### src/rtl/frsa_sqrt.sv
// ---------------------------------------------------------------------------
// frsa_sqrt - iterative rounded square root
// one result bit per cycle over a 42-bit radicand, rounds half up
// ---------------------------------------------------------------------------
module frsa_sqrt (
   input  logic        clock,
   input  logic        reset,
   input  logic        start,
   input  logic [41:0] radicand,
   output logic        done,
   output logic [21:0] root
);

   logic [41:0] rem_ff, rem_in;
   logic [20:0] q_ff, q_in;
   logic [4:0]  cnt_ff, cnt_in;
   logic        busy_ff, busy_in;
   logic        done_ff, done_in;
   logic [41:0] rad_ff, rad_in;
   logic [43:0] trial;
   logic [43:0] cur;

   // restoring square root, two radicand bits per step
   always_comb begin
      rem_in  = rem_ff;
      q_in    = q_ff;
      cnt_in  = cnt_ff;
      busy_in = busy_ff;
      rad_in  = rad_ff;
      done_in = 1'b0;
      cur     = {rem_ff, rad_ff[41:40]};
      trial   = {21'd0, q_ff, 2'b01};
      if (start) begin
         rem_in  = '0;
         q_in    = '0;
         cnt_in  = 5'd0;
         busy_in = 1'b1;
         rad_in  = radicand;
      end else if (busy_ff) begin
         rad_in = {rad_ff[39:0], 2'b00};
         if (cur >= trial) begin
            rem_in = 42'(cur - trial);
            q_in   = {q_ff[19:0], 1'b1};
         end else begin
            rem_in = 42'(cur);
            q_in   = {q_ff[19:0], 1'b0};
         end
         cnt_in = cnt_ff + 5'd1;
         if (cnt_ff == 5'd20) begin
            busy_in = 1'b0;
            done_in = 1'b1;
         end
      end
   end

   always_ff @(posedge clock) begin
      if (reset) begin
         busy_ff <= 1'b0;
         done_ff <= 1'b0;
         cnt_ff  <= '0;
      end else begin
         busy_ff <= busy_in;
         done_ff <= done_in;
         cnt_ff  <= cnt_in;
      end
      rem_ff <= rem_in;
      q_ff   <= q_in;
      rad_ff <= rad_in;
   end

   // remainder above root means the fraction is past one half
   assign done = done_ff;
   assign root = (rem_ff > {21'd0, q_ff}) ? (22'(q_ff) + 22'd1) : 22'(q_ff);

endmodule

### config.mk
export PLATFORM = sky130hd
export DESIGN_NAME = frsa_sqrt
export DESIGN_NICKNAME = d
export VERILOG_FILES = /design/src/rtl/frsa_sqrt.sv
export SDC_FILE = /design/constraint.sdc
export NUM_CORES = 1
export LEC_CHECK = 0
export ABC_AREA = 0
export BUFFER_PORTS_ARGS = -buffer_cell sky130_fd_sc_hd__buf_2
export CELL_PAD_IN_SITES_DETAIL_PLACEMENT = 0
export CELL_PAD_IN_SITES_GLOBAL_PLACEMENT = 1
export CORE_AREA = 10 10 130 179
export DETAILED_ROUTE_END_ITERATION = 10
export DIE_AREA = 0 0 140 189
export GPL_TIMING_DRIVEN = 0
export PLACE_DENSITY_LB_ADDON = 0.1
export SLEW_MARGIN = 20
export SYNTH_ARGS = -nofsm -noshare
export SYNTH_HDL_FRONTEND = slang
export SYNTH_SLANG_ARGS = --single-unit
### constraint.sdc
create_clock -name clock -period 6.8 [get_ports clock]
set_input_delay 2.04 -clock clock [delete_from_list [all_inputs] [get_ports clock]]
set_output_delay 2.04 -clock clock [all_outputs]
set_load 0.01 [all_outputs]
==> flow_metrics.py, run 1 <==
metrics = {
    "critical_path": {
        "r2r_cells": 10,
        "critPathKind": "flop to output port",
        "critPathRequiredTime_ps": 4760,
        "worstPathArrival_ps": 3600,
        "cp_max_fo": 8,
        "crit_start": "q_ff[4]",
        "end_kind": "output port",
        "crit_path_start_kind": "flop",
        "worstReg2RegStart": "q_ff[1]",
        "ff2ff_setup_slack_ps": 3440,
        "reg2reg_to": "rem_ff[27]",
        "endpoint": "root[3]",
    },
    "synth": {
        "async_flop_share_pct": 0,
        "ys_ff_latch": 112,
        "synth_fp_nets": 816,
        "syn_avg_cell_area_um2": 9.19,
        "synth-seq-area-share_pct": 38.9,
        "synth_edf_count": 42,
        "synth-main-ff-cell": "dfxtp_1",
        "synth_area_um2": 6840,
        "ys_warn_count": 0,
        "ys_types": 71,
        "netlist_instances": 744,
    },
    "route": {
        "wl_per_cell_um": 18.2,
        "dr_wl_met2_um": 9810,
        "drc": 0,
        "routed_wl_um": 19700,
        "via_per_inst": 5.24,
        "drtIter0Drc": 341,
        "wl_met3_um": 769,
        "drtPass1Iterations": 5,
        "via_count": 5654,
        "wl_met1_um": 8550,
        "highest-signal-layer": "met4",
        "detail-route-antenna-nets": 0,
    },
    "timing": {
        "max_freq_mhz": 177,
        "period_share_pct": 83.0,
        "fin_worst_skew_ps": 11.2,
        "holdWs_ps": 504,
        "rsz0062_at_grt": "false",
        "slew_viol_final": 0,
        "setup_viol": 0,
        "finalSetupTns_ps": 0,
        "worst_slew_pin_slew_ps": 879,
        "period_needed_ps": 5640,
        "hold_violations": 0,
        "slew-limit-headroom_pct": 41.4,
    },
    "cts": {
        "cts_tree": "built",
        "cts.sinks": 112,
        "clk_pin_slew_ps": 90,
        "root_buffer": "clkbuf_16",
        "cts_buffers": 9,
        "hold_buffers": 0,
        "clk_latency_ps": 360,
        "cts-resized-gates": 0,
        "cts_buffer_depth": 2,
        "postCtsSetupBuffers": 0,
        "htreeDepth": 3,
    },
    "place": {
        "place_congestion": 0.847,
        "portBuffers": 67,
        "dp_hpwl_um": 15100,
    },
    "global_route": {
        "grt_pass1_wl_um": 31600,
        "antenna_found_initial": 0,
        "grt_pass1_vias": 5804,
        "grt_usage_pct": 14.9,
        "grt_max_degree": 40,
        "grt_overflow": 0,
    },
    "pwr": {
        "p_leak_uw": 0.00298,
        "powerDensity_nw_per_um2": 332,
        "ir_worst_vdd_uv": 136,
    },
    "floorplan": {
        "io_pins": 68,
        "core_area_um2": 19800,
        "die_x_um": 140,
        "rows": 61,
        "die_area_um2": 26500,
        "die_h_um": 189,
        "start_util_pct": 34.5,
    },
    "finish": {
        "drive_gt1_share_pct": 19.4,
        "area_delta_synth_final_pct": 14.4,
        "nets": 895,
        "diodes": 0,
    },
    "flow_run": {
        "drv_cap": 0,
    },
    "outcome": {
        "status": "complete, no violations",
    },
    "worst_hold_path": {
        "hold_path_class": "flop to flop",
    },
}
[state kept, by name (all words and copies together) (netlist names)]
name / count
rad_ff: 42
rem_ff: 42
done: 1
cnt_ff: 5
busy_ff: 1
q_ff: 21
[layout make-up]
type                            instances  area, um^2
Buffer                                 35         175
Clock buffer                            9         225
Clock inverter                          7        86.3
Fill cell                            2079       12000
Inverter                               36         135
Multi-Input combinational cell        561        3860
Sequential cell                       112        2660
Tap cell                              252         315
Timing Repair Buffer                   68         355
[critical path: stages (launching register included)]
cell	delay (ps)
dfxtp_1	440
inv_1	70
ha_1	270
clkbuf_1	300
nand3_1	170
nor4_1	470
o21ai_0	220
a31oi_1	250
nor2_1	60
o21ai_1	470
nand4_1	190
xnor2_1	170
buf_2	160
[logic make-up (layout without fill, tap and decap cells)]
kind of cell               count (synthesis)  after routing  synth area share [%]
xor gates and xnor gates                  55             55                  7.05
buffers and inverters                     71            155                  4.54
DFF                                      112            112                  38.9
adders and majority gates                 27             27                  4.94
and+or+nand+nor                          268            268                  19.9
AOI/OAI and AO/OA                        147            147                  14.5
muxes                                     64             64                  10.1
[per-stage QoR]
stage / power [uW] / util (%) / instance area, um^2 / cells / worst slack [ps]
2_1_floorplan: 1750 / - / 6840 / 744 / 2160
3_3_place_gp: 2030 / 37.7 / 7490 / 1063 / 1620
3_5_place_dp: 2040 / 37.8 / 7510 / 1064 / 1610
4_1_cts: 2620 / 39.4 / 7820 / 1080 / 1180
5_1_grt: 2790 / 39.4 / 7820 / 1080 / 798
6_report: 2590 / 39.4 / 7820 / 1080 / 1160
[cells in the mapped netlist (4+ instances only)]
cell	n	area share [%]
nand3_1	15	1.1
xor2_1	14	1.8
a21o_1	9	0.99
xnor2_1	41	5.3
nor2_1	90	4.9
nor4_1	11	1.0
a31oi_1	5	0.46
o21a_1	6	0.66
a211oi_1	10	1.1
nand2_1	66	3.6
o211ai_1	4	0.44
or4_1	4	0.44
and3_1	4	0.37
ha_1	27	4.9
dfxtp_1	70	20
clkbuf_1	28	1.5
mux2_2	41	6.8
nor3_1	20	1.5
or3_1	10	0.92
inv_1	35	1.9
nand4_1	11	1.0
nor2b_1	5	0.46
and2_1	4	0.37
a311oi_2	4	0.88
edfxtp_1	42	18
o21ai_0	34	2.5
a21oi_1	42	3.1
mux2i_1	23	3.4
[placed cells by master (no fill, tap or decap), drive strengths merged, types with 5 or more instances in the layout]
cell type	Yosys	routed
nor2	91	91
xnor2	41	41
a311oi	7	7
nor2b	5	5
or3	12	12
and3	5	5
nor4	14	14
mux2i	23	23
a31oi	5	5
a21o	9	9
clkbuf	28	37
a21oi	43	43
o21ai	37	37
dfxtp	70	70
ha	27	27
xor2	14	14
edfxtp	42	42
inv	35	40
o21a	6	6
or4	6	6
mux2	41	41
nand2	66	66
nor3	20	20
a211oi	14	14
buf	7	75
nand3	16	16
nand4	11	11
[how the worst min path moves through the flow]
stage,from,to,slack [ps],cells past startpoint
5_1_grt,rem_ff[41],rem_ff[41],530,2
3_3_place_gp,rem_ff[41],rem_ff[41],460,2
4_1_cts,rem_ff[41],rem_ff[41],490,2
3_5_place_dp,rem_ff[41],rem_ff[41],470,2
2_1_floorplan,rem_ff[41],rem_ff[41],450,2
6_report,rem_ff[41],rem_ff[41],500,2
[metal layers]
layer / global-route usage [%] / up-vias
met2: 25.9 / 123
met1: 17.7 / 2671
met5: 0 / -
met3: 2.68 / 24
li1: - / 2836
met4: 5.33 / 0
[report_power, final]
part | internal, uW | switching [uW]
sequential | 780 | 70.6
combinational | 488 | 695
clock | 269 | 290
total | 1540 | 1060
(Power assumes the default switching activity.)
==> run 2, diff against run 1 <==
clock period = 5.6 ns   (was 6.8 ns; I/O delays follow)
==> run 2 against run 1 <==
Against the previous run: critical path depth is 1 higher; first-iteration DRC count is 1.8% higher; setup slack worse by 780 ps; register-to-register slack worse by 1200 ps; count of clock-buffer cells in the layout stayed put; clock power is 22% higher; largest power group unchanged.
==> flow_metrics.py, run 2 (same netlist as run 1, synthesis figures left out) <==
metrics = {
    "outcome": {
        "status": "complete, no violations",
    },
    "floorplan": {
        "core_area_um2": 19800,
        "io_pins": 68,
        "start_util_pct": 34.5,
        "die_x_um": 140,
        "rows": 61,
        "die_h_um": 189,
        "die_area_um2": 26500,
    },
    "timing": {
        "worst_slack_ps": 374,
        "rsz0062_at_grt": "false",
        "slew-limit-headroom_pct": 41.3,
        "period_needed_ps": 5230,
        "fin_worst_skew_ps": 11.0,
        "setup_viol": 0,
        "worst_slew_pin_slew_ps": 881,
        "hold_violations": 0,
        "finalSetupTns_ps": 0,
        "max_freq_mhz": 191,
        "slew_viol_final": 0,
        "period_share_pct": 93.3,
    },
    "pwr": {
        "ir_worst_vdd_uv": 165,
        "p_total_uw": 3150,
        "powerDensity_nw_per_um2": 403,
        "p_leak_uw": 0.00298,
    },
    "cts": {
        "cts_buffers": 9,
        "clk_pin_slew_ps": 90,
        "hold_buffers": 0,
        "cts_buffer_depth": 2,
        "cts.sinks": 112,
        "htreeDepth": 3,
        "cts_tree": "built",
        "root_buffer": "clkbuf_16",
        "clk_latency_ps": 360,
    },
    "place": {
        "place_congestion": 0.847,
        "dp_slack_ps": 772,
        "dp_hpwl_um": 15100,
        "portBuffers": 67,
    },
    "route": {
        "via_per_inst": 5.26,
        "wl_per_cell_um": 18.2,
        "routed_wl_um": 19700,
        "drtPass1Iterations": 5,
        "detail-route-antenna-nets": 0,
        "drtIter0Drc": 347,
        "drc": 0,
        "via_count": 5682,
    },
    "global_route": {
        "antenna_found_initial": 0,
        "grt_usage_pct": 14.9,
        "grt_max_degree": 40,
        "grt_overflow": 0,
        "grt_pass1_wl_um": 31600,
        "grt_pass1_vias": 5804,
    },
    "critical_path": {
        "r2r_cells": 10,
        "critPathKind": "flop to output port",
        "end_kind": "output port",
        "ff2ff_setup_slack_ps": 2240,
        "critPathRequiredTime_ps": 3920,
        "worstPathArrival_ps": 3550,
        "cp_max_fo": 10,
        "reg2reg_to": "rem_ff[27]",
        "worstReg2RegStart": "q_ff[1]",
        "crit_path_start_kind": "flop",
    },
    "finish": {
        "layout_common_cells": "nor2_1 (90), dfxtp_1 (70), buf_2 (68)",
        "layout_commonest_cell": "nor2_1",
        "nets": 895,
        "diodes": 0,
        "drive_gt1_share_pct": 19.6,
        "nFillCells": 2077,
        "seq_area_um2": 2660,
        "multi_input_area_um2": 3870,
        "area_delta_synth_final_pct": 14.4,
        "reg_top3": "rad_ff (42), rem_ff (42), q_ff (21)",
    },
    "flow_run": {
        "drv_cap": 0,
    },
    "worst_hold_path": {
        "hold_path_class": "flop to flop",
        "hold_path_end": "rem_ff[41]",
        "hold_start": "rem_ff[41]",
        "hold_depth": 2,
    },
}
-- run 2: power breakdown --
group	internal (uW)	switching, uW	leakage (uW)
sequential	947	85.7	0.000995
combinational	594	846	0.00183
clock	326	351	0.000153
-- run 2: stage by stage --
step	instances	utilization, %	area (um^2)	hold WS, ps
after floorplan	744	-	6840	445
after global placement	1063	37.7	7490	458
after detailed placement	1064	37.8	7510	469
after CTS	1080	39.4	7820	494
after global routing	1080	39.4	7820	534
final	1080	39.4	7820	503
-- run 2: worst max-delay path by stage --
stage	start	to	slack (ps)
floorplan	rem_ff[22]	root[18]	1320
global placement	q_ff[4]	root[3]	780
detailed placement	q_ff[4]	root[3]	770
CTS	q_ff[4]	root[3]	340
global route	q_ff[4]	root[19]	50
finish	q_ff[4]	root[18]	370
-- run 2: routing by layer --
layer | part of all wire [%] | vias up | routed length [um] | GRT usage, %
met2 | 50 | 137 | 9810 | 25.9
met1 | 43 | 2681 | 8550 | 17.7
met3 | 3.9 | 24 | 775 | 2.68
met4 | 2.7 | 0 | 527 | 5.33
li1 | - | 2840 | - | -
met5 | 0 | - | 0 | 0
-- run 2: timing repair --
| action | in CTS | in global routing |
|---|---|---|
| setup endpoints to repair | 0 | 2 |
| buffers inserted | 0 | 0 |
| hold endpoints to repair | 0 | 0 |
| gates resized for setup | 0 | 1 |
-- run 2: worst max-delay path: stages (launching register included) --
cell and delay [ps]:
dfxtp_1 440, inv_1 70, ha_1 270, clkbuf_1 300, nand3_1 170, nor4_1 470
o21ai_0 220, a31oi_1 250, o21a_1 150, nor2_2 100, buf_4 190, nor3_1 250
xnor2_1 150, buf_2 150
-- run 2: layout make-up --
class | instances | area share, %
buffer | 35 | 2.24
clock buffer | 9 | 2.88
clock inverter | 7 | 1.10
inverter | 36 | 1.73
multi-input combinational | 561 | 49.4
sequential | 112 | 34.0
tap | 252 | 4.03
timing repair buffer | 68 | 4.54
==> run 3, diff against run 2 <==
--- a/config.mk
+++ b/config.mk
@@ -15,4 +15,5 @@
 export GPL_TIMING_DRIVEN = 0
 export PLACE_DENSITY_LB_ADDON = 0.1
+export REMOVE_ABC_BUFFERS = 1
 export SLEW_MARGIN = 20
 export SYNTH_ARGS = -nofsm -noshare
==> constraint.sdc (replaced) <==
create_clock -name clock -period 5.6 [get_ports clock]
set_input_delay 1.68 -clock clock [delete_from_list [all_inputs] [get_ports clock]]
set_output_delay 1.68 -clock clock [all_outputs]
set_load 0.05 [all_outputs]
==> run 3 against run 2 <==
Against the previous run: via count decreased by 4.0%; register-to-register slack better by 180 ps; largest power group unchanged; critical endpoint is now root[12]; highest routed layer unchanged; core utilization fell by 0.54 points; fmax is 0.94% lower.
==> flow_metrics.py, run 3 (same netlist as run 1, synthesis figures left out) <==
metrics = {
    "outcome": {
        "status": "complete, no violations",
    },
    "place": {
        "place_area_um2": 7400,
        "dp_hpwl_um": 13200,
        "place_congestion": 0.830,
        "dp.cells": 1032,
        "portBuffers": 67,
    },
    "cts": {
        "cts.sinks": 112,
        "postCtsSetupBuffers": 0,
        "clk_pin_slew_ps": 90,
        "clk_latency_ps": 370,
        "htreeDepth": 3,
        "root_buffer": "clkbuf_16",
        "cts_buffers": 9,
        "cts_buffer_depth": 2,
        "cts_tree": "built",
    },
    "floorplan": {
        "die_area_um2": 26500,
        "start_util_pct": 34.5,
        "rows": 61,
        "core_area_um2": 19800,
        "die_h_um": 189,
        "io_pins": 68,
        "die_x_um": 140,
    },
    "route": {
        "drtIter0Drc": 241,
        "via_per_inst": 5.21,
        "detail-route-antenna-nets": 0,
        "wl_per_cell_um": 16.9,
        "routed_wl_um": 17700,
        "drtPass1Iterations": 4,
        "drc": 0,
        "via_count": 5456,
    },
    "finish": {
        "seq_area_um2": 2670,
        "nets": 863,
        "final_util_pct": 38.9,
        "instances_no_fill": 1048,
        "area_delta_synth_final_pct": 12.9,
        "nFillCells": 2051,
        "reg_top3": "rad_ff (42), rem_ff (42), q_ff (21)",
        "drive_gt1_share_pct": 20.1,
        "multi_input_area_um2": 3870,
        "layout_commonest_cell": "nor2_1",
        "fin_area_um2": 7720,
        "layout_common_cells": "nor2_1 (89), dfxtp_1 (69), nand2_1 (66), buf_2 (66)",
        "diodes": 0,
    },
    "timing": {
        "max_freq_mhz": 190,
        "period_needed_ps": 5280,
        "slew-limit-headroom_pct": 29.4,
        "slew_viol_final": 0,
        "setup_viol": 0,
        "rsz0062_at_grt": "false",
        "fin_worst_skew_ps": 12.6,
        "period_share_pct": 94.2,
        "finalSetupTns_ps": 0,
        "hold_violations": 0,
        "worst_slew_pin_slew_ps": 1050,
    },
    "pwr": {
        "powerDensity_nw_per_um2": 405,
        "p_leak_uw": 0.00294,
        "internal-power_uw": 1850,
        "p_sw_uw": 1270,
        "seq_power_share_pct": 33.1,
        "p_sw_share_pct": 40.8,
        "p_clk_share_pct": 22.0,
        "comb_power_share_pct": 44.9,
        "ir_worst_vdd_uv": 160,
    },
    "global_route": {
        "antenna_found_initial": 0,
        "grt_overflow": 0,
        "grt_pass1_vias": 5681,
        "grt_max_degree": 53,
        "grt_usage_pct": 13.3,
        "grt_pass1_wl_um": 29200,
    },
    "critical_path": {
        "crit_path_start_kind": "flop",
        "cp_max_fo": 17,
        "critPathRequiredTime_ps": 3920,
        "end_kind": "output port",
        "critPathKind": "flop to output port",
        "worstPathArrival_ps": 3600,
        "ff2ff_setup_slack_ps": 2420,
    },
    "flow_run": {
        "drv_cap": 0,
    },
    "worst_hold_path": {
        "hold_path_class": "flop to flop",
    },
}
run 3: repair_timing:
item,CTS,global route
endpoints found under the setup margin,0,10
hold endpoints to repair,0,0
hold buffers,0,0
gates resized for setup,0,1
run 3: routing by layer:
metal / routed length (um) / share of wire, % / GRT usage [%] / vias to the layer above
met1: 7850 / 44 / 15.5 / 2592
met5: 0 / 0 / 0 / -
li1: - / - / - / 2768
met2: 8800 / 50 / 23.3 / 72
met4: 456 / 2.6 / 5.37 / 0
met3: 628 / 3.5 / 2.60 / 24
run 3: critical path, stage by stage, from the launching register on:
cell and delay (ps):
dfxtp_1 390, or4_4 620, or4_1 660, nor4_2 220, a31oi_1 120, o21a_1 160
nor2_4 370, nor4_1 120, xnor2_1 250, buf_2 320
run 3: layout make-up:
class	instances	area share, %
clock buffer	9	2.92
inverter	36	1.75
tap	252	4.09
multi-input combinational	561	50.2
timing repair buffer	71	5.40
sequential	112	34.6
clock inverter	7	1.12
run 3: power groups by stage:
stage	Combinational [uW]	Sequential (uW)	Clock (uW)
3_5_place_dp	1400	1050	0
4_1_cts	1410	1040	714
5_1_grt	1570	1050	739
2_1_floorplan	1080	1030	0
6_report	1400	1040	687
3_3_place_gp	1390	1060	0
run 3: path summary, 6_finish.rpt:
| path | startpoint | end | cells past startpoint |
|---|---|---|---|
| worst min register to register | rem_ff[8] | rem_ff[8] | 2 |
| worst max-delay path | rem_ff[22] | root[12] | 9 |
| worst max register to register | q_ff[16] | rem_ff[33] | 10 |
| worst min-delay path | rem_ff[8] | rem_ff[8] | 2 |
run 3: metrics by stage:
stage	hold WS (ps)	total power [uW]	worst slack [ps]
after floorplan	445	2120	659
after global placement	458	2450	-684
after detailed placement	475	2450	517
after CTS	493	3160	104
after global routing	504	3360	95.5
final	489	3120	324
